===== src/rtl/quadratic_bezier_point_generator_defines.svh =====
// ----------------------------------------------------------------------------
// Quadratic Bezier point generator: assertion macros
// Shared concurrent assertion forms, clocked on clk_i and gated by rst_ni.
// ----------------------------------------------------------------------------
`ifndef QUADRATIC_BEZIER_POINT_GENERATOR_DEFINES_SVH
`define QUADRATIC_BEZIER_POINT_GENERATOR_DEFINES_SVH

// same-cycle implication
`define QBPG_ASSERT_NOW(label, ante, cons, msg) \
  label: assert property (@(posedge clk_i) disable iff (!rst_ni) (ante) |-> (cons)) \
    else $error(msg);

// next-cycle implication
`define QBPG_ASSERT_NEXT(label, ante, cons, msg) \
  label: assert property (@(posedge clk_i) disable iff (!rst_ni) (ante) |=> (cons)) \
    else $error(msg);

`endif


===== src/rtl/qbpg_pkg.sv =====
// ----------------------------------------------------------------------------
// Quadratic Bezier point generator: package
// Widths, curve and step types, and the reciprocal used for the final divide.
// ----------------------------------------------------------------------------
package qbpg_pkg;

  localparam int STEPS   = 50;
  localparam int COORD_W = 16;
  localparam int IDX_W   = 6;

  localparam int SQ     = STEPS * STEPS;
  localparam int SQ_LOG = $clog2(SQ);
  localparam int W_W    = $clog2(SQ + 1);
  localparam int PROD_W = W_W + 1 + COORD_W;
  localparam int SUM_W  = PROD_W + 2;
  localparam int MAG_W  = $clog2(SQ * (2 ** (COORD_W - 1)) + 1);
  localparam int SH     = MAG_W + SQ_LOG;
  localparam int RECIP_W = MAG_W + 1;
  localparam int MUL_W  = MAG_W + RECIP_W;

  localparam longint unsigned RECIP_L = ((longint'(1) << SH) + longint'(SQ) - 1)
                                        / longint'(SQ);
  localparam logic [RECIP_W-1:0] RECIP = RECIP_W'(RECIP_L);

  // coordinate stages after the step register
  localparam int PIPE_D = 5;

  typedef logic signed [COORD_W-1:0] coord_t;
  typedef logic [IDX_W-1:0]          idx_t;
  typedef logic [W_W-1:0]            wgt_t;

  typedef struct packed {
    coord_t sx;
    coord_t sy;
    coord_t cx;
    coord_t cy;
    coord_t ex;
    coord_t ey;
  } curve_t;

  typedef struct packed {
    wgt_t w0;
    wgt_t w1;
    wgt_t w2;
  } weights_t;

  typedef struct packed {
    logic vld;
    idx_t k;
    logic last;
  } ctl_t;

  typedef struct packed {
    ctl_t     ctl;
    weights_t wgt;
    curve_t   curve;
  } step_t;

endpackage


===== src/rtl/qbpg_coord.sv =====
// ----------------------------------------------------------------------------
// Quadratic Bezier point generator: coordinate datapath
// Weighted sum of three control coordinates, then truncating divide by S^2.
// ----------------------------------------------------------------------------
module qbpg_coord import qbpg_pkg::*; (
  input  logic     clk_i,
  input  logic     en_i,
  input  weights_t wgt_i,
  input  coord_t   p0_i,
  input  coord_t   p1_i,
  input  coord_t   p2_i,
  output coord_t   point_o
);

  logic signed [PROD_W-1:0] prod0_q, prod1_q, prod2_q;
  logic signed [SUM_W-1:0]  sum_q;
  logic signed [SUM_W-1:0]  abs_s;
  logic [MAG_W-1:0]         mag_q;
  logic                     neg_q, neg2_q;
  logic [MUL_W-1:0]         mul_q;
  logic [COORD_W-1:0]       quo;
  coord_t                   point_q;

  always_comb begin
    abs_s = sum_q[SUM_W-1] ? -sum_q : sum_q;
    quo   = mul_q[SH +: COORD_W];
  end

  always_ff @(posedge clk_i) begin
    if (en_i) begin
      prod0_q <= $signed({1'b0, wgt_i.w0}) * p0_i;
      prod1_q <= $signed({1'b0, wgt_i.w1}) * p1_i;
      prod2_q <= $signed({1'b0, wgt_i.w2}) * p2_i;
      sum_q   <= SUM_W'(prod0_q) + SUM_W'(prod1_q) + SUM_W'(prod2_q);
      neg_q   <= sum_q[SUM_W-1];
      mag_q   <= abs_s[MAG_W-1:0];
      neg2_q  <= neg_q;
      mul_q   <= MUL_W'(mag_q) * MUL_W'(RECIP);
      point_q <= neg2_q ? coord_t'(-quo) : coord_t'(quo);
    end
  end

  assign point_o = point_q;

endmodule

===== config.mk =====
export PLATFORM = sky130hd
export DESIGN_NAME = qbpg_coord
export DESIGN_NICKNAME = d
export VERILOG_FILES = /design/src/rtl/quadratic_bezier_point_generator_defines.svh /design/src/rtl/qbpg_pkg.sv /design/src/rtl/qbpg_coord.sv
export SDC_FILE = /design/constraint.sdc
export NUM_CORES = 2
export LEC_CHECK = 0
export ABC_CLOCK_PERIOD_IN_PS = 14000
export BUFFER_PORTS_ARGS = -buffer_cell sky130_fd_sc_hd__buf_2
export CAP_MARGIN = 15
export CORE_MARGIN = 4
export CORE_UTILIZATION = 60
export DETAILED_ROUTE_END_ITERATION = 7
export HOLD_SLACK_MARGIN = 0.12
export PLACE_DENSITY = 0.77
export SYNTH_ARGS = -nofsm -noshare
export SYNTH_HDL_FRONTEND = slang
export SYNTH_SLANG_ARGS = --single-unit

===== constraint.sdc =====
create_clock -name clk_i -period 14 [get_ports clk_i]
set_input_delay 2.8 -clock clk_i [delete_from_list [all_inputs] [get_ports clk_i]]
set_output_delay 2.8 -clock clk_i [all_outputs]
set_load 0.02 [all_outputs]

==> flow_summary_export.csv <==
group,metric,value,unit
cts,cts_tree,"built",
placed_design,io_buffer_count,101,
cts,htree_levels,4,
global_route,grt-ovfl-total,0,
synth,syn_area,0.04185,mm²
run_status,outcome,"finished clean",
synth,yosysTopAreaCellShare,0.4234,
synth,synthSimpleGateAreaFrac,0.1006,
timing,fmax,0.1197,GHz
cts,cts_hold_buf,0,
global_route,grt_pass1_wl,148900,µm
synth,synth_warnings,0,
synth,synth-main-ff-cell,"edfxtp_1",
drt,drc,0,
cts,path_clk_slew,0.08,ns
die,die_w,272.1,µm
die,rows,96,
synth,yosys.area_share.adder,0.5735,
synth,syn_inst,4153,
die,core_area,0.06883,mm²
die,dieArea,0.07403,mm²
timing,period_share,0.5969,
drt,post_drt_wl_per_cell,17.00,µm
timing,worstMarginPinSlew,0.9858,ns
setup_path,r2r_slack,5.81,ns
timing,whs,0.4328,ns
cells_and_area,drive_gt1_frac,0.03503,
timing,finalSetupViolCount,0,
placed_design,gp_congestion,0.9362,
drt,wirelength,87200,µm
drt,vias,27200,
setup_path,worst_setup_path_start_kind,"input port",
cells_and_area,nNetsFinal,5657,
cells_and_area,fillers,5596,
cells_and_area,areaGrowthSynthToFinish,4.692,%
drt,firstDrtPassIters,7,
global_route,grt_pass1_vias,29955,
cts,clock_latency,0.46,ns
drt,routed_via_density,5.304,
synth,synth_top_cell_by_area,"fa_1",
drt,final_antenna_net_count,0,
synth,syn_nets,5626,
timing,tns,0,ns
global_route,antenna_found_initial,0,
synth,async_reset_ff_frac,0,
cts,cts_resized,0,
synth,synth_mux_area_frac,0,
setup_path,crit_fanout,16,
global_route,grt.total_usage,0.2502,
setup_path,endpoint_kind,"flop",
synth,synthTopCellsByCount,"inv_1 (1175), fa_1 (885), ha_1 (502)",
cts,root_buffer,"clkbuf_16",
die,initial_core_util,0.6080,
setup_path,crit_arrival,8.57,ns
synth,ys_types,61,
synth,ys_seq_area_frac,0.1263,
die,io_pins,102,
timing,rsz0062_at_grt,"no",
synth,yosys-top-cells-area,"fa_1 (42%), ha_1 (15%), edfxtp_1 (13%)",
synth,synth_xor_area_frac,0.03433,
synth,synth.most_common_cell,"inv_1",
synth,synth_top_family_by_area,"adder cells",
synth,synth_edf_count,176,
placed_design,place_hpwl,75710,µm
die,dieHeight,272.1,µm
timing,slew_violations,0,
timing,fin_crit,8.356,ns
synth,synth.avg_cell_area,10.08,µm²
cts,post_cts_buffers,0,
setup_path,worstPathRequired,14.21,ns
timing,hold_violations,0,
synth,ys_seq_elements,176,
cells_and_area,antennaDiodeCount,0,
timing,slew_headroom,0.3367,
synth,synth-compound-area-share,0.05173,
setup_path,crit_type,"input port to flop",
timing,skew,0.01812,ns
job,drv_cap,0,
hold_path,min-delay-path-class,"flop to flop",
cts,cts_buffers,17,
drt,drt_iter0_drc,1728,
cts,clock_sinks,176,
cts,clockBufferDepth,2,
global_route,grt_max_degree,97,
[through the flow]
stage | util | instance area [µm²] | setup slack, ns | std cells
2_1_floorplan | - | 41850 | 5.942 | 4153
3_3_place_gp | 0.6276 | 43200 | 5.316 | 5096
3_5_place_dp | 0.6276 | 43200 | 5.197 | 5096
4_1_cts | 0.6365 | 43810 | 5.699 | 5128
5_1_grt | 0.6365 | 43810 | 5.299 | 5128
6_report | 0.6365 | 43810 | 5.644 | 5128
[placed cells by master (no fill, tap or decap), types with 35 or more instances in the layout]
cell	instances
nor2_1	57
ha_1	502
fa_1	885
a21oi_1	97
xnor2_1	129
and2_1	306
o21ai_0	65
inv_1	1175
xor2_1	35
a21o_1	44
edfxtp_1	176
nand2_1	328
buf_2	100
[critical path, cell delays in order]
cell      delay, ns
buf_2          0.26
nand2_1        0.13
fa_1           0.54
inv_1          0.05
fa_1           0.45
fa_1           0.52
inv_1          0.06
fa_1           0.49
fa_1           0.49
inv_1          0.04
ha_1           0.33
nand2_1        0.08
o21ai_0        0.10
o41ai_1        0.52
o21ai_0        0.29
a221oi_1       0.79
o311a_1        0.27
o21bai_1       0.08
a21oi_1        0.19
xnor2_1        0.08
[area by class of cell]
type,instances,area (µm²),share of cell area
Sequential cell,176,5285,0.1206
Inverter,1175,4410,0.1007
Multi-Input combinational cell,2711,31810,0.7261
Clock inverter,14,183.9,0.004198
Clock buffer,18,429.2,0.009796
Timing Repair Buffer,103,526.8,0.01202
Tap cell,931,1165,0.02659
[state kept, by name, summed over array words and instances, names as in the netlist]
| signal | flops |
|---|---|
| mul_q | 16 |
| neg_q | 1 |
| sum_q | 28 |
| point_o | 16 |
| mag_q | 27 |
| prod2_q | 29 |
| neg2_q | 1 |
| prod1_q | 29 |
| prod0_q | 29 |
[routing by layer]
| layer | global-route usage | vias up | wire length [µm] |
|---|---|---|---|
| met3 | 0.02660 | 136 | 3961 |
| met5 | 0 | - | 0 |
| li1 | - | 12586 | - |
| met4 | 0.06399 | 0 | 2176 |
| met2 | 0.4490 | 649 | 45740 |
| met1 | 0.3280 | 13829 | 35320 |
[worst paths after layout]
path                   from  cells after the start          end
setup reg to reg  mag_q[13]                     21    mul_q[53]
setup / recovery  wgt_i[13]                     20  prod1_q[28]
hold / removal        neg_q                      0       neg2_q
hold reg to reg       neg_q                      0       neg2_q
[cell families (layout without fill, tap and decap cells)]
kind of cell	after synthesis	count (layout)
AO/OA/AOI/OAI	332	332
AND/OR/NAND/NOR	828	828
adder cells (fa/ha/maj)	1387	1387
buffers and inverters	1266	1310
flip-flops	176	176
XOR/XNOR	164	164
Power is left out: the tool's default activity adds up to more than one toggle a clock period on the data nets, which glitch-free logic cannot reach.
