### config.mk
export PLATFORM = sky130hd
export DESIGN_NAME = qbpg_seq
export DESIGN_NICKNAME = d
export VERILOG_FILES = /design/src/rtl/quadratic_bezier_point_generator_defines.svh /design/src/rtl/qbpg_pkg.sv /design/src/rtl/qbpg_seq.sv
export SDC_FILE = /design/constraint.sdc
export NUM_CORES = 1
export LEC_CHECK = 0
export BUFFER_PORTS_ARGS = -buffer_cell sky130_fd_sc_hd__buf_2
export CORE_MARGIN = 2
export CORE_UTILIZATION = 50
export CTS_BUF_LIST = sky130_fd_sc_hd__clkbuf_16
export CTS_CLUSTER_SIZE = 30
export DETAILED_ROUTE_END_ITERATION = 7
export PLACE_DENSITY_LB_ADDON = 0.2
export SETUP_SLACK_MARGIN = 0.2
export SYNTH_ARGS = -nofsm -noshare
export SYNTH_HDL_FRONTEND = slang
export SYNTH_SLANG_ARGS = --single-unit
### constraint.sdc
create_clock -name clk_i -period 6.3 [get_ports clk_i]
set_input_delay 0.63 -clock clk_i [delete_from_list [all_inputs] [get_ports clk_i]]
set_output_delay 0.63 -clock clk_i [all_outputs]
set_load 0.02 [all_outputs]
### src/rtl/quadratic_bezier_point_generator_defines.svh
// ----------------------------------------------------------------------------
// Quadratic Bezier point generator: assertion macros
// Shared concurrent assertion forms, clocked on clk_i and gated by rst_ni.
// ----------------------------------------------------------------------------
`ifndef QUADRATIC_BEZIER_POINT_GENERATOR_DEFINES_SVH
`define QUADRATIC_BEZIER_POINT_GENERATOR_DEFINES_SVH

// same-cycle implication
`define QBPG_ASSERT_NOW(label, ante, cons, msg) \
  label: assert property (@(posedge clk_i) disable iff (!rst_ni) (ante) |-> (cons)) \
    else $error(msg);

// next-cycle implication
`define QBPG_ASSERT_NEXT(label, ante, cons, msg) \
  label: assert property (@(posedge clk_i) disable iff (!rst_ni) (ante) |=> (cons)) \
    else $error(msg);

`endif

### src/rtl/qbpg_pkg.sv
// ----------------------------------------------------------------------------
// Quadratic Bezier point generator: package
// Widths, curve and step types, and the reciprocal used for the final divide.
// ----------------------------------------------------------------------------
package qbpg_pkg;

  localparam int STEPS   = 50;
  localparam int COORD_W = 16;
  localparam int IDX_W   = 6;

  localparam int SQ     = STEPS * STEPS;
  localparam int SQ_LOG = $clog2(SQ);
  localparam int W_W    = $clog2(SQ + 1);
  localparam int PROD_W = W_W + 1 + COORD_W;
  localparam int SUM_W  = PROD_W + 2;
  localparam int MAG_W  = $clog2(SQ * (2 ** (COORD_W - 1)) + 1);
  localparam int SH     = MAG_W + SQ_LOG;
  localparam int RECIP_W = MAG_W + 1;
  localparam int MUL_W  = MAG_W + RECIP_W;

  localparam longint unsigned RECIP_L = ((longint'(1) << SH) + longint'(SQ) - 1)
                                        / longint'(SQ);
  localparam logic [RECIP_W-1:0] RECIP = RECIP_W'(RECIP_L);

  // coordinate stages after the step register
  localparam int PIPE_D = 5;

  typedef logic signed [COORD_W-1:0] coord_t;
  typedef logic [IDX_W-1:0]          idx_t;
  typedef logic [W_W-1:0]            wgt_t;

  typedef struct packed {
    coord_t sx;
    coord_t sy;
    coord_t cx;
    coord_t cy;
    coord_t ex;
    coord_t ey;
  } curve_t;

  typedef struct packed {
    wgt_t w0;
    wgt_t w1;
    wgt_t w2;
  } weights_t;

  typedef struct packed {
    logic vld;
    idx_t k;
    logic last;
  } ctl_t;

  typedef struct packed {
    ctl_t     ctl;
    weights_t wgt;
    curve_t   curve;
  } step_t;

endpackage

### src/rtl/qbpg_seq.sv
// ----------------------------------------------------------------------------
// Quadratic Bezier point generator: step sequencer
// Walks k over 0..STEPS for the head curve and issues the Bernstein weights.
// ----------------------------------------------------------------------------
module qbpg_seq import qbpg_pkg::*; (
  input  logic   clk_i,
  input  logic   rst_ni,
  input  logic   en_i,
  input  logic   head_valid_i,
  input  curve_t head_i,
  output logic   pop_o,
  output step_t  step_o
);

  idx_t  k_q, k_d;
  step_t step_q;
  idx_t  r;
  wgt_t  rw, kw;
  logic  at_end;

  always_comb begin
    at_end = (k_q == IDX_W'(STEPS));
    r      = IDX_W'(STEPS) - k_q;
    rw     = W_W'(r);
    kw     = W_W'(k_q);
    pop_o  = en_i && head_valid_i && at_end;
    k_d    = k_q;
    if (en_i && head_valid_i) begin
      k_d = at_end ? '0 : k_q + 1'b1;
    end
  end

  always_ff @(posedge clk_i or negedge rst_ni) begin
    if (!rst_ni) begin
      k_q            <= '0;
      step_q.ctl.vld <= 1'b0;
    end else begin
      k_q <= k_d;
      if (en_i) begin
        step_q.ctl.vld  <= head_valid_i;
        step_q.ctl.k    <= k_q;
        step_q.ctl.last <= at_end;
        step_q.wgt.w0   <= rw * rw;
        step_q.wgt.w1   <= (kw * rw) << 1;
        step_q.wgt.w2   <= kw * kw;
        step_q.curve    <= head_i;
      end
    end
  end

  assign step_o = step_q;

endmodule

==> summary.txt <==
DR iter-0 viols -> 272
post-detail-place hpwl -> 12.1 mm
Slew Limit Fails -> 0
Period minus WS final -> 4.86 ns
via/cell ratio -> 4.98
die height -> 121 um
FF-to-FF path depth -> 13
Reg2Reg Setup Slack -> 1.44 ns
Core Region -> 0.0133 mm2
clock root buffer -> clkbuf_16
GRT Resource Usage Total -> 21.3%
PortBufs -> 236
synthesis-to-layout area growth -> 27.6%
Hold Violations, Final -> 0
drt wl/cell -> 16.9 um
fmax -> 0.206 GHz
drt pass-1 iters -> 5
Total Die Area -> 0.0147 mm2
Hold Path Class -> input port to async pin
# DRC -> 0
crit path launch type -> register
clock transition time at the flip-flop clock pins of the worst setup and hold paths -> 0.06 ns
post-route ant nets -> 0
crit-path max FO -> 16
row cnt -> 42
CP delay by family, top -> adder cells
#FFs+latches synth -> 139
Final period util -> 77.2%
CTS hold repair buffers -> 0
Buf/Inv on CP -> 2
synthesized cell area -> 0.00685 mm2
Crit Reg-Reg Startpoint -> k_q[0]
GR Overflow Total -> 0
Area after DPL -> 0.00817 mm2
max-cap violation count -> 0
largest net degree at the start of global routing -> 81
Synth area leader -> edfxtp_1
CP endpoint kind -> register
H-tree levels -> 4
nets@finish -> 915
Least-Margin Pin Slew -> 0.970 ns
area share of the largest cell type after synthesis -> 57.9%
yosys warns -> 0
Clk Latency, worst-skew pair -> 0.41 ns
WP data required -> 6.44 ns
initial antenna violation count -> 1
IO Pins -> 241
Seq/Total Area, Yosys -> 60.4%
post-CTS sizing -> 0
post-CTS setup buffer count -> 0
RD Place Congestion -> 0.906
Crit Path Class -> register to register
cts bufs inserted -> 17
reg2reg end -> step_o[131]
Initial Util -> 51.5%
Mapped Avg Cell Area -> 13.9 um2
Max stage delay cell, worst path -> dfrtp_1
Setup Skew -> 0.0129 ns
CTS tree -> built
DR vias -> 4580
Num Clock Sinks -> 139
Synth Flop Type -> edfxtp_1
Setup TNS -> 0 ns
Post-synth EDFFs -> 132
share of layout cells above drive strength 1 -> 37.1%
global-route wire length before repair -> 23.3 mm
vias in the first global route -> 4478
Setup Viol. Count Final -> 0
Distinct cells, synth -> 47
crit path cell chain -> ha_1 -> inv_1 -> ha_1 -> or2_1 -> fa_1 -> fa_1 -> fa_1 -> inv_1 -> ha_1 -> a211oi_1 -> or3_1 -> nand4_1 -> o211ai_1
Final Instance Area -> 0.00874 mm2
status -> finished, final reports clean
# diodes -> 0
Max-slew headroom -> 35.3%
final WL -> 15.6 mm
largest cells by area after synthesis -> edfxtp_1, ha_1, fa_1
asr flop ratio synth -> 5.04%
worst path arrival time -> 5.00 ns
CTS max path bufs -> 2
max incr delay on CP -> 0.66 ns
Synth Instances -> 491
RSZ-0062 raised after global routing -> no
Die Span X -> 121 um
==> final cells by class <==
cell class                      count  area (um2)
Clock inverter                     14         148
Timing Repair Buffer              237        1190
Multi-Input combinational cell    272        2380
Sequential cell                   139        4140
Clock buffer                       17         425
Tap cell                          176         220
Inverter                           64         240
Fill cell                        1046        4560
==> state kept, by name, summed over array words and instances, names as in the netlist <==
signal / count
step_o: 133
k_q: 6
==> cells in the final DEF, fill, tap and decap left out, types with 17 or more instances in the layout <==
| cell | instances |
|---|---|
| a21oi_1 | 22 |
| buf_2 | 236 |
| clkbuf_16 | 17 |
| edfxtp_1 | 132 |
| fa_1 | 30 |
| ha_1 | 54 |
| inv_1 | 58 |
| nand2_1 | 27 |
| nor2_1 | 26 |
| xnor2_1 | 19 |
==> worst max-delay path by stage <==
| stage | from | slack (ns) | cells after the start | to |
|---|---|---|---|---|
| after detailed placement | k_q[0] | 1.48 | 13 | step_o[131] |
| after global routing | k_q[0] | 1.17 | 14 | step_o[131] |
| after CTS | k_q[0] | 1.45 | 13 | step_o[131] |
| final | k_q[0] | 1.44 | 13 | step_o[131] |
| after global placement | k_q[0] | 1.60 | 13 | step_o[131] |
| after floorplan | k_q[0] | 1.89 | 16 | step_o[131] |
==> synth_stat cells (3+ instances only) <==
| cell | instances |
|---|---|
| edfxtp_1 | 132 |
| nand2b_1 | 7 |
| fa_1 | 30 |
| nor3_1 | 7 |
| a21o_1 | 3 |
| clkbuf_1 | 9 |
| xnor2_1 | 19 |
| nand2_1 | 27 |
| nor2b_1 | 8 |
| or2_1 | 4 |
| o21ai_0 | 8 |
| a31oi_1 | 3 |
| and2_1 | 5 |
| xor2_1 | 6 |
| inv_1 | 58 |
| buf_4 | 7 |
| nor2_1 | 26 |
| a21oi_1 | 22 |
| inv_2 | 6 |
| ha_1 | 54 |
| nand3_1 | 6 |
| dfrtp_1 | 7 |
| mux2i_1 | 3 |
==> per-layer routing <==
layer | track usage [%] | vias to the layer above | share of wire, % | wire (um)
met2 | 38.4 | 159 | 54 | 8470
met5 | 0 | - | 0.084 | 13
met4 | 5.45 | 2 | 1.2 | 189
met3 | 6.63 | 20 | 6.7 | 1050
li1 | - | 2187 | - | -
met1 | 24.6 | 2212 | 37 | 5830
==> kinds of logic (layout without fill, tap and decap cells) <==
group	Yosys count	in the layout	synth area share, %
AOI/OAI and AO/OA	54	54	4.80
xor gates and xnor gates	25	25	3.20
adders and majority gates	84	84	18.6
buffers and inverters	83	332	5.06
DFF	139	139	60.4
muxes	3	3	0.438
other	1	4	0.0548
and+or+nand+nor	102	102	7.38
==> metrics by stage <==
| stage | utilization [%] | setup slack, ns | hold WS [ns] | instances |
|---|---|---|---|---|
| floorplan | - | 1.89 | 0.334 | 494 |
| finish | 65.7 | 1.44 | 0.0481 | 919 |
| detailed placement | 61.4 | 1.48 | 0.480 | 888 |
| global placement | 61.4 | 1.60 | 0.479 | 888 |
| global route | 65.7 | 1.17 | 0.0446 | 919 |
| CTS | 65.7 | 1.45 | 0.0409 | 919 |
Power is not shown: default switching activity piles up to over one toggle a cycle in this logic, so the estimate is an artifact.
