**src/rtl/quadratic_bezier_point_generator_defines.svh**
```systemverilog
// ----------------------------------------------------------------------------
// Quadratic Bezier point generator: assertion macros
// Shared concurrent assertion forms, clocked on clk_i and gated by rst_ni.
// ----------------------------------------------------------------------------
`ifndef QUADRATIC_BEZIER_POINT_GENERATOR_DEFINES_SVH
`define QUADRATIC_BEZIER_POINT_GENERATOR_DEFINES_SVH

// same-cycle implication
`define QBPG_ASSERT_NOW(label, ante, cons, msg) \
  label: assert property (@(posedge clk_i) disable iff (!rst_ni) (ante) |-> (cons)) \
    else $error(msg);

// next-cycle implication
`define QBPG_ASSERT_NEXT(label, ante, cons, msg) \
  label: assert property (@(posedge clk_i) disable iff (!rst_ni) (ante) |=> (cons)) \
    else $error(msg);

`endif

```
**src/rtl/qbpg_pkg.sv**
```systemverilog
// ----------------------------------------------------------------------------
// Quadratic Bezier point generator: package
// Widths, curve and step types, and the reciprocal used for the final divide.
// ----------------------------------------------------------------------------
package qbpg_pkg;

  localparam int STEPS   = 50;
  localparam int COORD_W = 16;
  localparam int IDX_W   = 6;

  localparam int SQ     = STEPS * STEPS;
  localparam int SQ_LOG = $clog2(SQ);
  localparam int W_W    = $clog2(SQ + 1);
  localparam int PROD_W = W_W + 1 + COORD_W;
  localparam int SUM_W  = PROD_W + 2;
  localparam int MAG_W  = $clog2(SQ * (2 ** (COORD_W - 1)) + 1);
  localparam int SH     = MAG_W + SQ_LOG;
  localparam int RECIP_W = MAG_W + 1;
  localparam int MUL_W  = MAG_W + RECIP_W;

  localparam longint unsigned RECIP_L = ((longint'(1) << SH) + longint'(SQ) - 1)
                                        / longint'(SQ);
  localparam logic [RECIP_W-1:0] RECIP = RECIP_W'(RECIP_L);

  // coordinate stages after the step register
  localparam int PIPE_D = 5;

  typedef logic signed [COORD_W-1:0] coord_t;
  typedef logic [IDX_W-1:0]          idx_t;
  typedef logic [W_W-1:0]            wgt_t;

  typedef struct packed {
    coord_t sx;
    coord_t sy;
    coord_t cx;
    coord_t cy;
    coord_t ex;
    coord_t ey;
  } curve_t;

  typedef struct packed {
    wgt_t w0;
    wgt_t w1;
    wgt_t w2;
  } weights_t;

  typedef struct packed {
    logic vld;
    idx_t k;
    logic last;
  } ctl_t;

  typedef struct packed {
    ctl_t     ctl;
    weights_t wgt;
    curve_t   curve;
  } step_t;

endpackage

```
**src/rtl/qbpg_front.sv**
```systemverilog
// ----------------------------------------------------------------------------
// Quadratic Bezier point generator: front queue
// Accepts curve transactions into a two-entry queue ahead of the sequencer.
// ----------------------------------------------------------------------------
module qbpg_front import qbpg_pkg::*; (
  input  logic   clk_i,
  input  logic   rst_ni,
  input  logic   in_valid_i,
  output logic   in_stall_o,
  input  curve_t curve_i,
  input  logic   pop_i,
  output logic   head_valid_o,
  output curve_t head_o
);

  curve_t     slot_q [2];
  logic       wr_q, wr_d;
  logic       rd_q, rd_d;
  logic [1:0] cnt_q, cnt_d;
  logic       push;

  assign in_stall_o   = (cnt_q == 2'd2);
  assign push         = in_valid_i && !in_stall_o;
  assign head_valid_o = (cnt_q != 2'd0);
  assign head_o       = slot_q[rd_q];

  always_comb begin
    wr_d  = push ? !wr_q : wr_q;
    rd_d  = pop_i ? !rd_q : rd_q;
    cnt_d = cnt_q + {1'b0, push} - {1'b0, pop_i};
  end

  always_ff @(posedge clk_i or negedge rst_ni) begin
    if (!rst_ni) begin
      wr_q  <= 1'b0;
      rd_q  <= 1'b0;
      cnt_q <= 2'd0;
    end else begin
      wr_q  <= wr_d;
      rd_q  <= rd_d;
      cnt_q <= cnt_d;
    end
  end

  always_ff @(posedge clk_i) begin
    if (push) begin
      slot_q[wr_q] <= curve_i;
    end
  end

endmodule

```
**config.mk**
```make
export PLATFORM = sky130hd
export DESIGN_NAME = qbpg_front
export DESIGN_NICKNAME = d
export VERILOG_FILES = /design/src/rtl/quadratic_bezier_point_generator_defines.svh /design/src/rtl/qbpg_pkg.sv /design/src/rtl/qbpg_front.sv
export SDC_FILE = /design/constraint.sdc
export NUM_CORES = 1
export LEC_CHECK = 0
export BUFFER_PORTS_ARGS = -buffer_cell sky130_fd_sc_hd__clkbuf_2
export CAP_MARGIN = 30
export CORE_ASPECT_RATIO = 1.4
export CORE_MARGIN = 8
export CORE_UTILIZATION = 47
export CTS_BUF_LIST = sky130_fd_sc_hd__clkbuf_16
export DETAILED_ROUTE_END_ITERATION = 12
export HOLD_SLACK_MARGIN = 0.12
export PLACE_DENSITY_LB_ADDON = 0.05
export SLEW_MARGIN = 20
export SYNTH_ARGS = -nofsm -noshare
export SYNTH_HDL_FRONTEND = slang
export SYNTH_SLANG_ARGS = --single-unit
```
**constraint.sdc**
```tcl
create_clock -name clk_i -period 5 [get_ports clk_i]
set_clock_uncertainty 0.1 [all_clocks]
set_input_delay 1 -clock clk_i [delete_from_list [all_inputs] [get_ports clk_i]]
set_output_delay 1 -clock clk_i [all_outputs]
set_load 0.02 [all_outputs]
```
==> impl_metrics.env <==
export IMPL_path_delay_family="flip-flops"
export IMPL_die_y_um=163
export IMPL_ctsHoldBuffers=0
export IMPL_postSynthAreaPerCell_sq_um=22.9
export IMPL_numCtsBuffers=17
export IMPL_grt_usage_pct=14.7
export IMPL_whs_ns=0.284
export IMPL_totalWireLength_mm=14.5
export IMPL_reg2reg_from="cnt_q[1]"
export IMPL_crit_type="reg2out"
export IMPL_hpwl_mm=10.1
export IMPL_postRouteAntennaNets=0
export IMPL_grt_start_max_net_pins=87
export IMPL_cts_tree="built"
export IMPL_core_area_sq_um=15100
export IMPL_cts_root_buf="clkbuf_16"
export IMPL_worstSetupStartpointType="flip-flop"
export IMPL_met3_usage_pct=6.38
export IMPL_die_width_um=121
export IMPL_gr_usage_met1_pct=15.7
export IMPL_p_leak_nw=3.52
export IMPL_antenna_found_initial=1
export IMPL_max_freq_mhz=320
export IMPL_power_total_w=0.00551
export IMPL_htree_levels=4
export IMPL_crit_path_cell_trace="buf_4, mux2_2, clkbuf_2"
export IMPL_synth_warnings=0
export IMPL_area_delta_synth_final_pct=24.7
export IMPL_die_area_sq_um=19700
export IMPL_finalHoldViolCount=0
export IMPL_grt_overflow=0
export IMPL_reg2reg_to="slot_q[1][41]"
export IMPL_cp_max_fo=22
export IMPL_path_buf_inv=2
export IMPL_initial_core_util_pct=48.1
export IMPL_port_buffers=197
export IMPL_comb_power_share_pct=34.0
export IMPL_dpl_cell_area_sq_um=8450
export IMPL_grt_pass1_wl_mm=21.5
export IMPL_reg2reg_depth=3
export IMPL_rsz0062_at_grt="no"
export IMPL_crit_slowest_cell="dfrtp_4"
export IMPL_clkTransAtPathRegs_ns=0.07
export IMPL_busiest_layer="met2"
export IMPL_clockBufferDepth=2
export IMPL_remaining_drc_errors=0
export IMPL_powerDensity_nw_per_um2=610
export IMPL_final_cell_area_sq_um=9030
export IMPL_drt_pass1_iter_count=6
export IMPL_cts_setup_buffers=0
export IMPL_ir_drop_mv=0.445
export IMPL_viasPerCell=4.91
export IMPL_io_pin_count=198
export IMPL_tightest_slew_ns=0.741
export IMPL_pwr_share_seq_pct=43.3
export IMPL_placementRows=53
export IMPL_gp_congestion=0.733
export IMPL_pwr_share_clk_pct=22.8
export IMPL_cts_sinks=196
export IMPL_drive_above_1_share_pct=61.5
export IMPL_p_switching_w=0.00185
export IMPL_synth_seq_cells=196
export IMPL_status="finished, final reports clean"
export IMPL_syn_nets=418
export IMPL_fin_util_pct=60.0
export IMPL_slew_headroom_pct=50.6
export IMPL_maxCapViolCount=0
export IMPL_swShare_pct=33.5
export IMPL_cp_end_kind="output port"
export IMPL_synth_cell_area_sq_um=7240
export IMPL_max_stage_delay_ns=0.68
export IMPL_critical_path_depth=3
export IMPL_layout_nets=629
export IMPL_period_needed_ns=3.13
export IMPL_internal_power_w=0.00366
export IMPL_ys_seq_area_share_pct=81.0
export IMPL_cts_repair_resized=0
export IMPL_fin_crit_sh_pct=62.5
export IMPL_syn_inst=316
export IMPL_final_max_slew_viol_count=0
export IMPL_hp_class="in2async"
export IMPL_finalSetupViolations=0
export IMPL_r2r_slack_ns=2.85
export IMPL_drt_iter0_drc=190
export IMPL_synthDistinctLibCells=15
export IMPL_setup_tns_final_ns=0
export IMPL_use_met2_pct=25.1
export IMPL_arrival_ns=2.03
export IMPL_num_vias=3597
export IMPL_cp_required_ns=3.90
export IMPL_cp_startpoint="rd_q"
export IMPL_wire_per_inst_um=19.8
export IMPL_first_global_vias=3909
export IMPL_clk_latency_ns=0.41
==> cell usage in the layout, fill, tap and decap left out, drive strengths merged <==
| cell | synthesis | routed |
|---|---|---|
| and3 | 1 | 1 |
| buf | 11 | 6 |
| clkbuf | 0 | 214 |
| clkinv | 0 | 7 |
| clkinvlp | 0 | 2 |
| dfrtp | 4 | 4 |
| diode | 0 | 1 |
| edfxtp | 192 | 192 |
| ha | 2 | 2 |
| inv | 2 | 8 |
| mux2 | 96 | 96 |
| nand2 | 1 | 1 |
| nand2b | 1 | 1 |
| nor2 | 1 | 1 |
| or2 | 1 | 1 |
| xnor2 | 3 | 3 |
| xor2 | 1 | 1 |
==> worst reg2reg max path, cell delays in order, from the launching register on <==
cell	delay, ns
dfrtp_1	0.41
nand2b_1	0.13
and3_4	0.69
buf_4	0.49
==> final cells by class <==
class | count | area, sq um
fill | 1184 | 6020
sequential | 196 | 5870
multi-input combinational | 107 | 1290
timing repair buffer | 203 | 1060
clock buffer | 17 | 425
tap | 192 | 240
clock inverter | 15 | 129
inverter | 2 | 7.51
antenna | 1 | 2.50
==> stage by stage <==
stage / setup WS [ns] / instances
floorplan: 0.873 / 316
global placement: 1.84 / 699
detailed placement: 1.82 / 699
CTS: 1.34 / 731
global route: 1.78 / 732
finish: 1.87 / 733
==> sequential cells by signal, summed over array words and instances (netlist names) <==
register / cells
slot_q: 192
cnt_q: 2
rd_q: 1
wr_q: 1
==> synth_stat cells (all sizes together) <==
library cell	instances	area share (%)
edfxtp	192	80
mux2	96	16
buf	11	1.2
dfrtp	4	1.4
xnor2	3	0.36
ha	2	0.35
inv	2	0.10
and3	1	0.086
nand2	1	0.052
nand2b	1	0.086
nor2	1	0.052
or2	1	0.086
xor2	1	0.12
==> worst max-delay path by stage <==
stage | to | slack, ns
after floorplan | slot_q[0][0] | 0.87
after global placement | head_o[86] | 1.84
after detailed placement | head_o[90] | 1.82
after CTS | head_o[90] | 1.34
after global routing | head_o[47] | 1.78
final | head_o[46] | 1.87
==> cells by family (layout without fill, tap and decap cells) <==
logic type,after synthesis,in the layout,synth area share [%]
xor+xnor,4,4,0.484
fa+ha+maj,2,2,0.346
buf+inv,13,237,1.30
flops,196,196,81.0
mux,96,96,16.5
other cells,0,1,0
simple gates,5,5,0.363
==> metal layers <==
layer  part of all wire [%]  vias to the layer above
met3                    9.1                       16
met2                     52                      135
met4                    2.0                        2
li1                       -                     1683
met1                     37                     1761
met5                  0.055                        -
==> power groups by stage <==
stage,combinational (W),sequential (W),clock [W]
finish,0.00187,0.00238,0.00125
global route,0.00200,0.00242,0.00134
CTS,0.00182,0.00246,0.00128
detailed placement,0.00182,0.00249,0
global placement,0.00181,0.00248,0
floorplan,0.00137,0.00237,0
Power figures use the tool's default switching activity.
